**src/design/acm_pkg.sv**
```systemverilog
// shared constants for the averaged calibrated meter
`timescale 1ns / 1ps
`default_nettype none

package acm_pkg;

    // field widths
    localparam int SAMPLE_BITS = 12;
    localparam int COUNT_W     = 8;
    localparam int OFFSET_W    = 22;
    localparam int GAIN_W      = 32;
    localparam int READING_W   = 32;
    localparam int SUM_W       = 20;
    localparam int SETTLE_W    = 4;

    // datapath widths
    localparam int MEAN_W = SUM_W + 8;        // mean in Q.8
    localparam int DIFF_W = MEAN_W + 2;       // signed mean minus offset
    localparam int MAG_W  = DIFF_W - 1;       // magnitude of the difference
    localparam int PROD_W = MAG_W + GAIN_W;   // magnitude product in Q.24
    localparam int RND_W  = PROD_W - 16;      // product back in Q.8

    // configuration port
    localparam int ADDR_W = 5;
    localparam int DATA_W = 32;

    localparam logic [SETTLE_W-1:0] SETTLE_POLLS = 4'd10;
    localparam logic [SUM_W-1:0]    SUM_MAX      = {SUM_W{1'b1}};

    // register indexes
    localparam logic [2:0] REG_MEAS_MODE      = 3'd0;
    localparam logic [2:0] REG_WINDOW_COUNT   = 3'd1;
    localparam logic [2:0] REG_CURRENT_OFFSET = 3'd2;
    localparam logic [2:0] REG_CURRENT_GAIN   = 3'd3;
    localparam logic [2:0] REG_CURRENT_CLAMP  = 3'd4;
    localparam logic [2:0] REG_VOLTAGE_OFFSET = 3'd5;
    localparam logic [2:0] REG_VOLTAGE_GAIN   = 3'd6;
    localparam logic [2:0] REG_VOLTAGE_CLAMP  = 3'd7;

endpackage

`default_nettype wire

```
**src/design/averaged_calibrated_meter.sv**
```systemverilog
// averaged calibrated meter: poll window averaging with offset and slope calibration
//
// Usage: each transfer on the s_ channel is one converter poll (s_adc_sample,
// s_sample_ok). After reset or any register write the first ten polls are
// skipped. Valid samples are then summed over window_count samples (every
// sample when window_count is 0); the window mean is offset-corrected, scaled
// by the slope of the selected mode, rounded, saturated and optionally clamped
// at zero, and sent as one m_reading transfer.
// A poll that closes no window leaves the block ready for the next poll. A
// poll that closes a window holds s_ready low until its result has passed
// the bit-serial restoring divider (skipped when window_count is 0), the
// difference, the multiplier load, the bit-serial shift-add multiplier and
// the rounding and saturation step.
// The result sits in an output register, so polls keep flowing while it
// waits; if a second result is ready before the first is taken, the final
// step holds until m_ready frees the register.
// Reset (synchronous, active low) loads the register defaults, clears the
// window and arms the settle counter; registers are written at 4*index.
`timescale 1ns / 1ps
`default_nettype none

module averaged_calibrated_meter (
    input  wire logic                                aclk,
    input  wire logic                                aresetn,
    // poll channel
    input  wire logic                                s_valid,
    output logic                                     s_ready,
    input  wire logic [acm_pkg::SAMPLE_BITS-1:0]     s_adc_sample,
    input  wire logic                                s_sample_ok,
    // result channel
    output logic                                     m_valid,
    input  wire logic                                m_ready,
    output logic signed [acm_pkg::READING_W-1:0]     m_reading,
    // configuration port
    input  wire logic                                psel,
    input  wire logic                                penable,
    input  wire logic                                pwrite,
    input  wire logic [acm_pkg::ADDR_W-1:0]          paddr,
    input  wire logic [acm_pkg::DATA_W-1:0]          pwdata,
    output logic [acm_pkg::DATA_W-1:0]               prdata,
    output logic                                     pready
);

    localparam logic [2:0] ST_IDLE = 3'd0;
    localparam logic [2:0] ST_DIV  = 3'd1;
    localparam logic [2:0] ST_DIFF = 3'd2;
    localparam logic [2:0] ST_LOAD = 3'd3;
    localparam logic [2:0] ST_MUL  = 3'd4;
    localparam logic [2:0] ST_DONE = 3'd5;

    localparam logic [4:0] DIV_LAST = 5'(acm_pkg::MEAN_W - 1);
    localparam logic [4:0] MUL_LAST = 5'(acm_pkg::MAG_W - 1);

    localparam logic [acm_pkg::RND_W-1:0] POS_LIMIT = acm_pkg::RND_W'(32'h7FFF_FFFF);
    localparam logic [acm_pkg::RND_W-1:0] NEG_LIMIT = acm_pkg::RND_W'(32'h8000_0000);

    // configuration registers
    logic                                   meas_mode_reg;
    logic [acm_pkg::COUNT_W-1:0]            window_count_reg;
    logic signed [acm_pkg::OFFSET_W-1:0]    current_offset_reg;
    logic signed [acm_pkg::GAIN_W-1:0]      current_gain_reg;
    logic                                   current_clamp_reg;
    logic signed [acm_pkg::OFFSET_W-1:0]    voltage_offset_reg;
    logic signed [acm_pkg::GAIN_W-1:0]      voltage_gain_reg;
    logic                                   voltage_clamp_reg;

    // window state
    logic [acm_pkg::SUM_W-1:0]              window_sum_reg;
    logic [acm_pkg::COUNT_W-1:0]            window_left_reg;
    logic [acm_pkg::SETTLE_W-1:0]           settle_left_reg;

    // sequencer and datapath
    logic [2:0]                             state_reg;
    logic [4:0]                             step_reg;
    logic [acm_pkg::MEAN_W-1:0]             quot_reg;
    logic [acm_pkg::COUNT_W-1:0]            rem_reg;
    logic signed [acm_pkg::DIFF_W-1:0]      diff_reg;
    logic [acm_pkg::GAIN_W-1:0]             prod_hi_reg;
    logic [acm_pkg::MAG_W-1:0]              prod_lo_reg;
    logic [acm_pkg::GAIN_W-1:0]             gain_mag_reg;
    logic                                   neg_reg;
    logic                                   clamp_reg;

    // output register
    logic                                   m_valid_reg;
    logic signed [acm_pkg::READING_W-1:0]   m_reading_reg;

    logic                                   cfg_write;
    logic [2:0]                             cfg_index;
    logic                                   poll_take;
    logic [acm_pkg::SUM_W:0]                sum_add;
    logic [acm_pkg::SUM_W-1:0]              sum_sat;
    logic [acm_pkg::COUNT_W-1:0]            left_dec;
    logic [acm_pkg::COUNT_W:0]              rem_shift;
    logic [acm_pkg::COUNT_W:0]              rem_sub;
    logic                                   rem_ge;
    logic signed [acm_pkg::OFFSET_W-1:0]    sel_offset;
    logic signed [acm_pkg::GAIN_W-1:0]      sel_gain;
    logic                                   sel_clamp;
    logic [acm_pkg::MAG_W-1:0]              diff_mag;
    logic [acm_pkg::GAIN_W-1:0]             gain_mag;
    logic [acm_pkg::GAIN_W:0]               mul_add;
    logic [acm_pkg::PROD_W-1:0]             prod_full;
    logic [acm_pkg::RND_W-1:0]              rnd_mag;
    logic signed [acm_pkg::READING_W-1:0]   result;
    logic                                   out_free;
    logic                                   out_load;

    assign cfg_write = psel && penable && pwrite && pready;
    assign cfg_index = paddr[4:2];
    assign pready    = 1'b1;
    assign s_ready   = (state_reg == ST_IDLE);
    assign poll_take = s_valid && s_ready;
    assign m_valid   = m_valid_reg;
    assign m_reading = m_reading_reg;
    assign out_free  = !m_valid_reg || m_ready;
    assign out_load  = (state_reg == ST_DONE) && out_free && !cfg_write;

    // register readback
    always_comb begin
        unique case (cfg_index)
            acm_pkg::REG_MEAS_MODE:      prdata = 32'(meas_mode_reg);
            acm_pkg::REG_WINDOW_COUNT:   prdata = 32'(window_count_reg);
            acm_pkg::REG_CURRENT_OFFSET: prdata = 32'(current_offset_reg);
            acm_pkg::REG_CURRENT_GAIN:   prdata = current_gain_reg;
            acm_pkg::REG_CURRENT_CLAMP:  prdata = 32'(current_clamp_reg);
            acm_pkg::REG_VOLTAGE_OFFSET: prdata = 32'(voltage_offset_reg);
            acm_pkg::REG_VOLTAGE_GAIN:   prdata = voltage_gain_reg;
            acm_pkg::REG_VOLTAGE_CLAMP:  prdata = 32'(voltage_clamp_reg);
        endcase
    end

    // window accumulation with saturation
    always_comb begin
        sum_add  = {1'b0, window_sum_reg} + (acm_pkg::SUM_W + 1)'(s_adc_sample);
        sum_sat  = sum_add[acm_pkg::SUM_W] ? acm_pkg::SUM_MAX : sum_add[acm_pkg::SUM_W-1:0];
        left_dec = (window_left_reg != '0) ? window_left_reg - 1'b1 : window_left_reg;
    end

    // one restoring divide step
    always_comb begin
        rem_shift = {rem_reg, quot_reg[acm_pkg::MEAN_W-1]};
        rem_sub   = rem_shift - {1'b0, window_count_reg};
        rem_ge    = (rem_shift >= {1'b0, window_count_reg});
    end

    // mode selection and magnitudes
    always_comb begin
        sel_offset = meas_mode_reg ? voltage_offset_reg : current_offset_reg;
        sel_gain   = meas_mode_reg ? voltage_gain_reg   : current_gain_reg;
        sel_clamp  = meas_mode_reg ? voltage_clamp_reg  : current_clamp_reg;
        diff_mag   = diff_reg[acm_pkg::DIFF_W-1] ? acm_pkg::MAG_W'(-diff_reg)
                                                 : acm_pkg::MAG_W'(diff_reg);
        gain_mag   = sel_gain[acm_pkg::GAIN_W-1] ? 32'(-sel_gain) : 32'(sel_gain);
    end

    // one shift-add multiply step
    assign mul_add = {1'b0, prod_hi_reg}
                   + (prod_lo_reg[0] ? {1'b0, gain_mag_reg} : '0);

    // round to nearest, saturate, clamp
    always_comb begin
        prod_full = {prod_hi_reg, prod_lo_reg};
        rnd_mag   = prod_full[acm_pkg::PROD_W-1:16] + acm_pkg::RND_W'(prod_full[15]);
        if (neg_reg) begin
            result = (rnd_mag > NEG_LIMIT) ? 32'sh8000_0000 : -$signed(rnd_mag[31:0]);
        end else begin
            result = (rnd_mag > POS_LIMIT) ? 32'sh7FFF_FFFF : $signed(rnd_mag[31:0]);
        end
        if (clamp_reg && result[31]) begin
            result = '0;
        end
    end

    // output register: loaded from the final step, cleared by the transfer
    always_ff @(posedge aclk) begin
        if (!aresetn) begin
            m_valid_reg <= 1'b0;
        end else if (out_load) begin
            m_reading_reg <= result;
            m_valid_reg   <= 1'b1;
        end else if (m_ready) begin
            m_valid_reg <= 1'b0;
        end
    end

    // configuration, window state and sequencer
    always_ff @(posedge aclk) begin
        if (!aresetn) begin
            meas_mode_reg      <= 1'b1;
            window_count_reg   <= '0;
            current_offset_reg <= '0;
            current_gain_reg   <= '0;
            current_clamp_reg  <= 1'b0;
            voltage_offset_reg <= '0;
            voltage_gain_reg   <= '0;
            voltage_clamp_reg  <= 1'b0;
            window_sum_reg     <= '0;
            window_left_reg    <= '0;
            settle_left_reg    <= acm_pkg::SETTLE_POLLS;
            state_reg          <= ST_IDLE;
            step_reg           <= '0;
        end else begin
            if (cfg_write) begin
                window_sum_reg  <= '0;
                window_left_reg <= window_count_reg;
                settle_left_reg <= acm_pkg::SETTLE_POLLS;
                unique case (cfg_index)
                    acm_pkg::REG_MEAS_MODE:      meas_mode_reg <= pwdata[0];
                    acm_pkg::REG_WINDOW_COUNT: begin
                        window_count_reg <= pwdata[acm_pkg::COUNT_W-1:0];
                        window_left_reg  <= pwdata[acm_pkg::COUNT_W-1:0];
                    end
                    acm_pkg::REG_CURRENT_OFFSET: current_offset_reg <= pwdata[acm_pkg::OFFSET_W-1:0];
                    acm_pkg::REG_CURRENT_GAIN:   current_gain_reg   <= pwdata;
                    acm_pkg::REG_CURRENT_CLAMP:  current_clamp_reg  <= pwdata[0];
                    acm_pkg::REG_VOLTAGE_OFFSET: voltage_offset_reg <= pwdata[acm_pkg::OFFSET_W-1:0];
                    acm_pkg::REG_VOLTAGE_GAIN:   voltage_gain_reg   <= pwdata;
                    acm_pkg::REG_VOLTAGE_CLAMP:  voltage_clamp_reg  <= pwdata[0];
                endcase
            end else begin
                unique case (state_reg)
                    ST_IDLE: begin
                        // poll transfer: settle, skip timeouts, accumulate
                        if (poll_take) begin
                            if (settle_left_reg != '0) begin
                                settle_left_reg <= settle_left_reg - 1'b1;
                            end else if (s_sample_ok) begin
                                if (left_dec == '0) begin
                                    quot_reg        <= {sum_sat, 8'd0};
                                    rem_reg         <= '0;
                                    step_reg        <= '0;
                                    window_sum_reg  <= '0;
                                    window_left_reg <= window_count_reg;
                                    state_reg       <= (window_count_reg == '0) ? ST_DIFF : ST_DIV;
                                end else begin
                                    window_sum_reg  <= sum_sat;
                                    window_left_reg <= left_dec;
                                end
                            end
                        end
                    end
                    ST_DIV: begin
                        // one quotient bit per cycle while no register write holds the sequencer
                        quot_reg <= {quot_reg[acm_pkg::MEAN_W-2:0], rem_ge};
                        rem_reg  <= rem_ge ? rem_sub[acm_pkg::COUNT_W-1:0]
                                           : rem_shift[acm_pkg::COUNT_W-1:0];
                        step_reg <= step_reg + 1'b1;
                        if (step_reg == DIV_LAST) begin
                            state_reg <= ST_DIFF;
                        end
                    end
                    ST_DIFF: begin
                        diff_reg  <= $signed({2'b00, quot_reg})
                                   - acm_pkg::DIFF_W'(sel_offset);
                        state_reg <= ST_LOAD;
                    end
                    ST_LOAD: begin
                        prod_hi_reg  <= '0;
                        prod_lo_reg  <= diff_mag;
                        gain_mag_reg <= gain_mag;
                        neg_reg      <= diff_reg[acm_pkg::DIFF_W-1] ^ sel_gain[acm_pkg::GAIN_W-1];
                        clamp_reg    <= sel_clamp;
                        step_reg     <= '0;
                        state_reg    <= ST_MUL;
                    end
                    ST_MUL: begin
                        // one multiplier bit per cycle while no register write holds the sequencer
                        prod_hi_reg <= mul_add[acm_pkg::GAIN_W:1];
                        prod_lo_reg <= {mul_add[0], prod_lo_reg[acm_pkg::MAG_W-1:1]};
                        step_reg    <= step_reg + 1'b1;
                        if (step_reg == MUL_LAST) begin
                            state_reg <= ST_DONE;
                        end
                    end
                    ST_DONE: begin
                        // hand the result to the output register once it is free
                        if (out_free) begin
                            state_reg <= ST_IDLE;
                        end
                    end
                    default: begin
                        state_reg <= ST_IDLE;
                    end
                endcase
            end
        end
    end

`ifndef SYNTH
    // settle counter never rises above its reload value
    assert property (@(posedge aclk) disable iff (!aresetn)
        settle_left_reg <= acm_pkg::SETTLE_POLLS)
        else $error("settle counter out of range");

    // samples still missing never exceed the window length
    assert property (@(posedge aclk) disable iff (!aresetn)
        window_left_reg <= window_count_reg)
        else $error("window counter above window length");

    // divider remainder stays below the divisor
    assert property (@(posedge aclk) disable iff (!aresetn)
        (state_reg == ST_DIV) |-> (rem_reg < window_count_reg))
        else $error("divider remainder not reduced");

    // a clamped mode never delivers a negative reading
    assert property (@(posedge aclk) disable iff (!aresetn)
        (state_reg == ST_DONE && out_free && clamp_reg && !cfg_write)
        |=> (m_valid_reg && !m_reading_reg[31]))
        else $error("clamped reading is negative");
`endif

endmodule

`default_nettype wire

```
**config.mk**
```make
export PLATFORM = sky130hd
export DESIGN_NAME = averaged_calibrated_meter
export DESIGN_NICKNAME = d
export VERILOG_FILES = /design/src/design/acm_pkg.sv /design/src/design/averaged_calibrated_meter.sv
export SDC_FILE = /design/constraint.sdc
export NUM_CORES = 1
export LEC_CHECK = 0
export ABC_CLOCK_PERIOD_IN_PS = 14100
export BUFFER_PORTS_ARGS = -buffer_cell sky130_fd_sc_hd__buf_2
export CAP_MARGIN = 20
export CORE_UTILIZATION = 60
export CTS_CLUSTER_SIZE = 10
export DETAILED_ROUTE_END_ITERATION = 8
export MAX_ROUTING_LAYER = met4
export PLACE_DENSITY = 0.79
export SYNTH_ARGS = -nofsm -noshare
export SYNTH_HDL_FRONTEND = slang
export SYNTH_SLANG_ARGS = --single-unit
```
**constraint.sdc**
```tcl
create_clock -name aclk -period 14.1 [get_ports aclk]
set_input_delay 0.705 -clock aclk [delete_from_list [all_inputs] [get_ports aclk]]
set_output_delay 0.705 -clock aclk [all_outputs]
set_load 0.02 [all_outputs]
```
---- Yosys cells after proc, flatten, opt, wreduce, memory -nomap -nowiden ----
Index checks and enable logic that the tools add are counted.
word-level totals
  flip-flop bits (word level) ............. 353
  input bits .............................. 57
  output and inout bits ................... 67
  logic and storage cells ................. 154
cells by class
  $add $sub $neg .......................... 11
  magnitude comparators ................... 3
  eq/ne operators ......................... 22
  muxes and demuxes ....................... 49
  bitwise logic cells ..................... 4
  reductions and logical operators ........ 41
operators by type and width
  cell                                                   number
  one-hot mux 32 bit (8 select lines)                    1
  two-way mux 32 bit                                     5
  two-way mux 28 bit                                     4
  two-way mux 8 bit                                      13
  negation 32 bit                                        2
  one-hot mux 32 bit (2 select lines)                    1
  one-hot mux 29 bit (2 select lines)                    1
  one-hot mux 28 bit (2 select lines)                    1
  adder 45 x 1 -> 45 bit                                 1
  > comparator 45 x 31 -> 1 bit (second input constant)  1
  > comparator 45 x 32 -> 1 bit (second input constant)  1
  two-way mux 20 bit                                     2
  adder 32 x 32 -> 33 bit                                1
  two-way mux 31 bit                                     1
  subtractor 29 x 22 -> 30 bit                           1
  two-way mux 29 bit                                     1
  negation 29 bit                                        1
  two-way mux 22 bit                                     1
  adder 20 x 12 -> 21 bit                                1
  two-way mux 3 bit                                      7
  two-way mux 5 bit                                      4
  == test 3 bit (second input constant)                  6
  one-hot mux 3 bit (6 select lines)                     1
  zero test 8 bit                                        2
  other kinds (31)                                       70

---- Depth between registers and ports, before layout ----
  depth in word-level cells ............... 9
  depth in mapped cells ................... 20
  gate-level depth less buffers ........... 14

---- Worst setup path before layout ----
No wires, ideal clock.
  path type ............................... register to register
  start ................................... register window_left_reg[0] in the netlist's numbering
  end ..................................... register quot_reg[0] in the netlist's numbering (enable)
  library setup time ...................... 0.624 ns
  arrival ................................. 7.456 ns
  required time ........................... 13.476 ns
  path slack .............................. 6.019 ns
  cell stages (with the launch flop) ...... 11
  buffers on the path ..................... 2
  clock period less this slack ............ 8.081 ns
  cell sequence ........................... dfxtp_1 > clkbuf_1 > inv_1 > ha_1 > nor2b_1 > and3_1 > clkbuf_1 > o31ai_1 > a21o_1 > nand3_1 > a2111oi_0
on the way
  longest elaborated chain between the ends .. 5
  elaborated cells between the ends (all ways) .. 6
  those cells by class .................... add/sub (1); eq/ne (1); mux (1); reduce/logical (3)
ends and longest elaborated chain
  what                                                             RTL line                          source
  from (decl)                                                      averaged_calibrated_meter.sv:69   logic [acm_pkg::COUNT_W-1:0] window_left_reg;
  from (signal assigned)                                           averaged_calibrated_meter.sv:206  window_left_reg <= window_count_reg;
  from (signal assigned)                                           averaged_calibrated_meter.sv:212  window_left_reg <= pwdata[acm_pkg::COUNT_W-1:0];
  from (signal assigned)                                           averaged_calibrated_meter.sv:234  window_left_reg <= window_count_reg;
  subtractor 8 x 1 -> 8 bit or nonzero test 8 bit (tied branches)  averaged_calibrated_meter.sv:137  left_dec = (window_left_reg != '0) ? window_left_reg - 1'b1 : window_left_reg;
  two-way mux 8 bit *                                              averaged_calibrated_meter.sv:137
  zero test 8 bit *                                                averaged_calibrated_meter.sv:229  if (left_dec == '0) begin
  inequality test 2 x 1 -> 1 bit (no line) *                       n/a
  AND reduction 7 bit (no line) *                                  n/a
  to (signal assigned)                                             averaged_calibrated_meter.sv:230  quot_reg <= {sum_sat, 8'd0};
  to (signal assigned)                                             averaged_calibrated_meter.sv:245  quot_reg <= {quot_reg[acm_pkg::MEAN_W-2:0], rem_ge};
  to (decl)                                                        averaged_calibrated_meter.sv:75   logic [acm_pkg::MEAN_W-1:0] quot_reg;
Mark *: on every way between the ends. The rest lies on a longest branch, timed or not.
A chain may end at the register's enable or synchronous reset.

---- Final worst setup path ----
  start ................................... register meas_mode_reg
  end ..................................... register diff_reg[28] in the netlist's numbering (data pin)
on the way
  longest elaborated chain between the ends .. 2
ends and longest elaborated chain
  what                          RTL line                          source
  from (decl)                   averaged_calibrated_meter.sv:58   logic meas_mode_reg;
  from (signal assigned)        averaged_calibrated_meter.sv:209  acm_pkg::REG_MEAS_MODE: meas_mode_reg <= pwdata[0];
  two-way mux 22 bit            averaged_calibrated_meter.sv:149  sel_offset = meas_mode_reg ? voltage_offset_reg : current_offset_reg;
  subtractor 29 x 22 -> 30 bit  averaged_calibrated_meter.sv:255  - acm_pkg::DIFF_W'(sel_offset);
  to (signal assigned)          averaged_calibrated_meter.sv:254  diff_reg <= $signed({2'b00, quot_reg})
  to (decl)                     averaged_calibrated_meter.sv:77   logic signed [acm_pkg::DIFF_W-1:0] diff_reg;
No other way between the ends.

==> impl_metrics.toml <==
[outcome]
status = "finished clean"

[floorplan]
die_h_um = 194
core_area_um2 = 36500
dieArea_um2 = 37800
ios = 124
fp.dieW_um = 194
placementRows = 70
initial_utilization_pct = 60.8

[cts]
cts_buffer_depth = 3
clock_latency_ns = 0.58
post_cts.repair.setup_buffers = 0
htree_levels = 2
cts_tree = "done"
cts_sinks = 353
clk_root_buffer_cell = "clkbuf_16"
path_clk_slew_ns = 0.06
cts_resized = 0
cts_hold_buf = 0
cts_made_buffers = 42

[placement]
io_buffers = 120
dp_hpwl_um = 39600
gp_congestion = 0.911
place_inst = 2980
place_ws_ns = 9.40
place_area_um2 = 23100

[route]
viasPerCell = 6.15
post_drt_wl_per_cell_um = 18.4
ant_nets = 0
routed_wirelength_um = 56000
vias = 18800
route.detailed.drc = 0
drt-initial-drc-count = 1518
firstDrtPassIters = 5

[sta]
slew_viol_final = 0
rsz0062_at_grt = "false"
fin_crit_sh_pct = 34.0
tightest_slew_ns = 1.14
fin_crit_ns = 4.79
finalSetupViolations = 0
max_slew_margin_pct = 23.5
max_freq_mhz = 209
timing.final.ws_setup_ns = 9.31
finClkSkew_ns = 0.0197
hold_violations = 0
fin_tns_setup_ns = 0

[synth]
synthesis.area_um2 = 22200
syn_nets = 2653
async_reset_ff_share_pct = 0
synth_edf_count = 193
avgSynthCellArea_um2 = 8.88
ys.flop_type = "edfxtp_1"
yosys_register_bits = 353
synth_cells = 2500
synth_cell_type_count = 79
synth_warnings = 0
ys_seq_area_share_pct = 40.5

[finish]
area_delta_synth_final_pct = 9.99
drive_above_1_share_pct = 9.43
fill_cells = 2888
nets = 2711
instances_no_fill = 3048
final_cell_mix = "nand2_1 (409), edfxtp_1 (193), nor2_1 (161), dfxtp_1 (159), o21ai_0 (152)"
final_common_cell = "nand2_1"
postLayoutCellArea_um2 = 24400

[grt]
grt_use_total_pct = 30.4
grt_max_degree = 137
gr-max-usage-layer = "met2"
met3_usage_pct = 3.85
antenna_found_initial = 2
grt_overflow = 0
grt_pass1_wl_um = 90700
grt_pass1_vias = 18000
gr-usage-met2_pct = 50.2
grt_use_met1_pct = 37.3

[min_path]
hold_class = "primary input to register"

[setup_path]
path_buf_inv = 1
worst_ep_arrival_time_ns = 5.10
critPathMaxFanout = 72
crit_path_start_kind = "register"
slowest_delay_ns = 0.80
crit_top_cell = "o21ai_0"
setup.worst_path.class = "register to register"
end_kind = "register"
worst_path_max_delay_cell = "buf_4"
critPathTopFamily = "compound AO/OA/AOI/OAI gates"
cp.required_ns = 14.41
crit_chain = "buf_4 > mux2i_1 > ha_1 > or3_1 > o221a_2 > o21ai_0 > o21ai_0 > a221oi_1 > a211o_1 > o21ai_0 > o41ai_1 > xnor2_1"

[power]
power_mw = 2.19
power.static_leakage_nw = 9.22
peakVddDrop_mv = 0.0940
powerDensity_nw_per_um2 = 89.8

[flow_run]
max-cap-violations = 0
==> metal layers <==
layer,routed length (µm),vias up
li1,-,9124
met1,23600,8836
met2,26600,684
met3,3740,112
met4,2060,0
met5,0,-
==> metrics by stage <==
step / hold WS (ns) / util, %
floorplan: 0.429 / -
global placement: 0.437 / 63.3
detailed placement: 0.458 / 63.3
CTS: 0.377 / 66.7
global route: 0.393 / 66.8
finish: 0.391 / 66.8
==> Yosys cell counts, drive strengths merged, types with 62 or more instances <==
master / instances / area share, %
nor3: 64 / 1.5
edfxtp: 193 / 26
inv: 62 / 1.0
xnor2: 115 / 4.5
ha: 92 / 5.2
dfxtp: 160 / 14
nor2: 164 / 2.8
a21boi: 123 / 4.2
o21ai: 156 / 3.5
clkbuf: 114 / 1.9
mux2i: 66 / 3.0
xor2: 76 / 3.0
a21oi: 112 / 2.5
nand2: 409 / 6.9
==> where the power goes <==
part	internal, mW	leakage [nW]	switching, mW
clock network	0.587	0.605	0.425
registers	1.08	3.06	0.00508
logic	0.0349	5.55	0.0598
total	1.70	9.22	0.490
==> worst min-delay path, cell delays in order <==
cell and delay [ns]:
buf_2 0.11, nand2_1 0.04, a21boi_0 0.06
==> cell type report <==
cell class | instances | area (µm²) | share of cell area, %
well taps | 468 | 586 | 2.40
repair buffers | 146 | 823 | 3.37
clock inverters | 5 | 93.8 | 0.384
clock buffers | 59 | 1150 | 4.73
multi-input cells | 1952 | 12500 | 51.3
diodes | 2 | 5.00 | 0.0205
flip-flops and latches | 353 | 9000 | 36.9
inverters | 63 | 236 | 0.969
==> worst paths after layout <==
path	to	slack [ns]	startpoint	depth (start not counted)
setup / recovery	diff_reg[28]$_DFFE_PP_	9.31	meas_mode_reg$_SDFFE_PN1P_	12
hold / removal	current_gain_reg[29]$_SDFFE_PN0P_	0.39	pwdata[29]	3
setup reg to reg	diff_reg[28]$_DFFE_PP_	9.31	meas_mode_reg$_SDFFE_PN1P_	12
hold reg to reg	window_sum_reg[11]$_SDFFE_PP0P_	0.47	window_sum_reg[11]$_SDFFE_PP0P_	1
==> logic make-up (layout without fill, tap and decap cells) <==
family	Yosys count	after routing	synth area share, %
and+or+nand+nor	954	954	20.4
other	1	3	0.0169
xor gates and xnor gates	191	191	7.54
DFF	353	353	40.5
muxes	75	75	3.43
buffers and inverters	195	273	3.40
AOI/OAI and AO/OA	635	635	19.2
adders and majority gates	96	96	5.55
(Power assumes the default switching activity.)
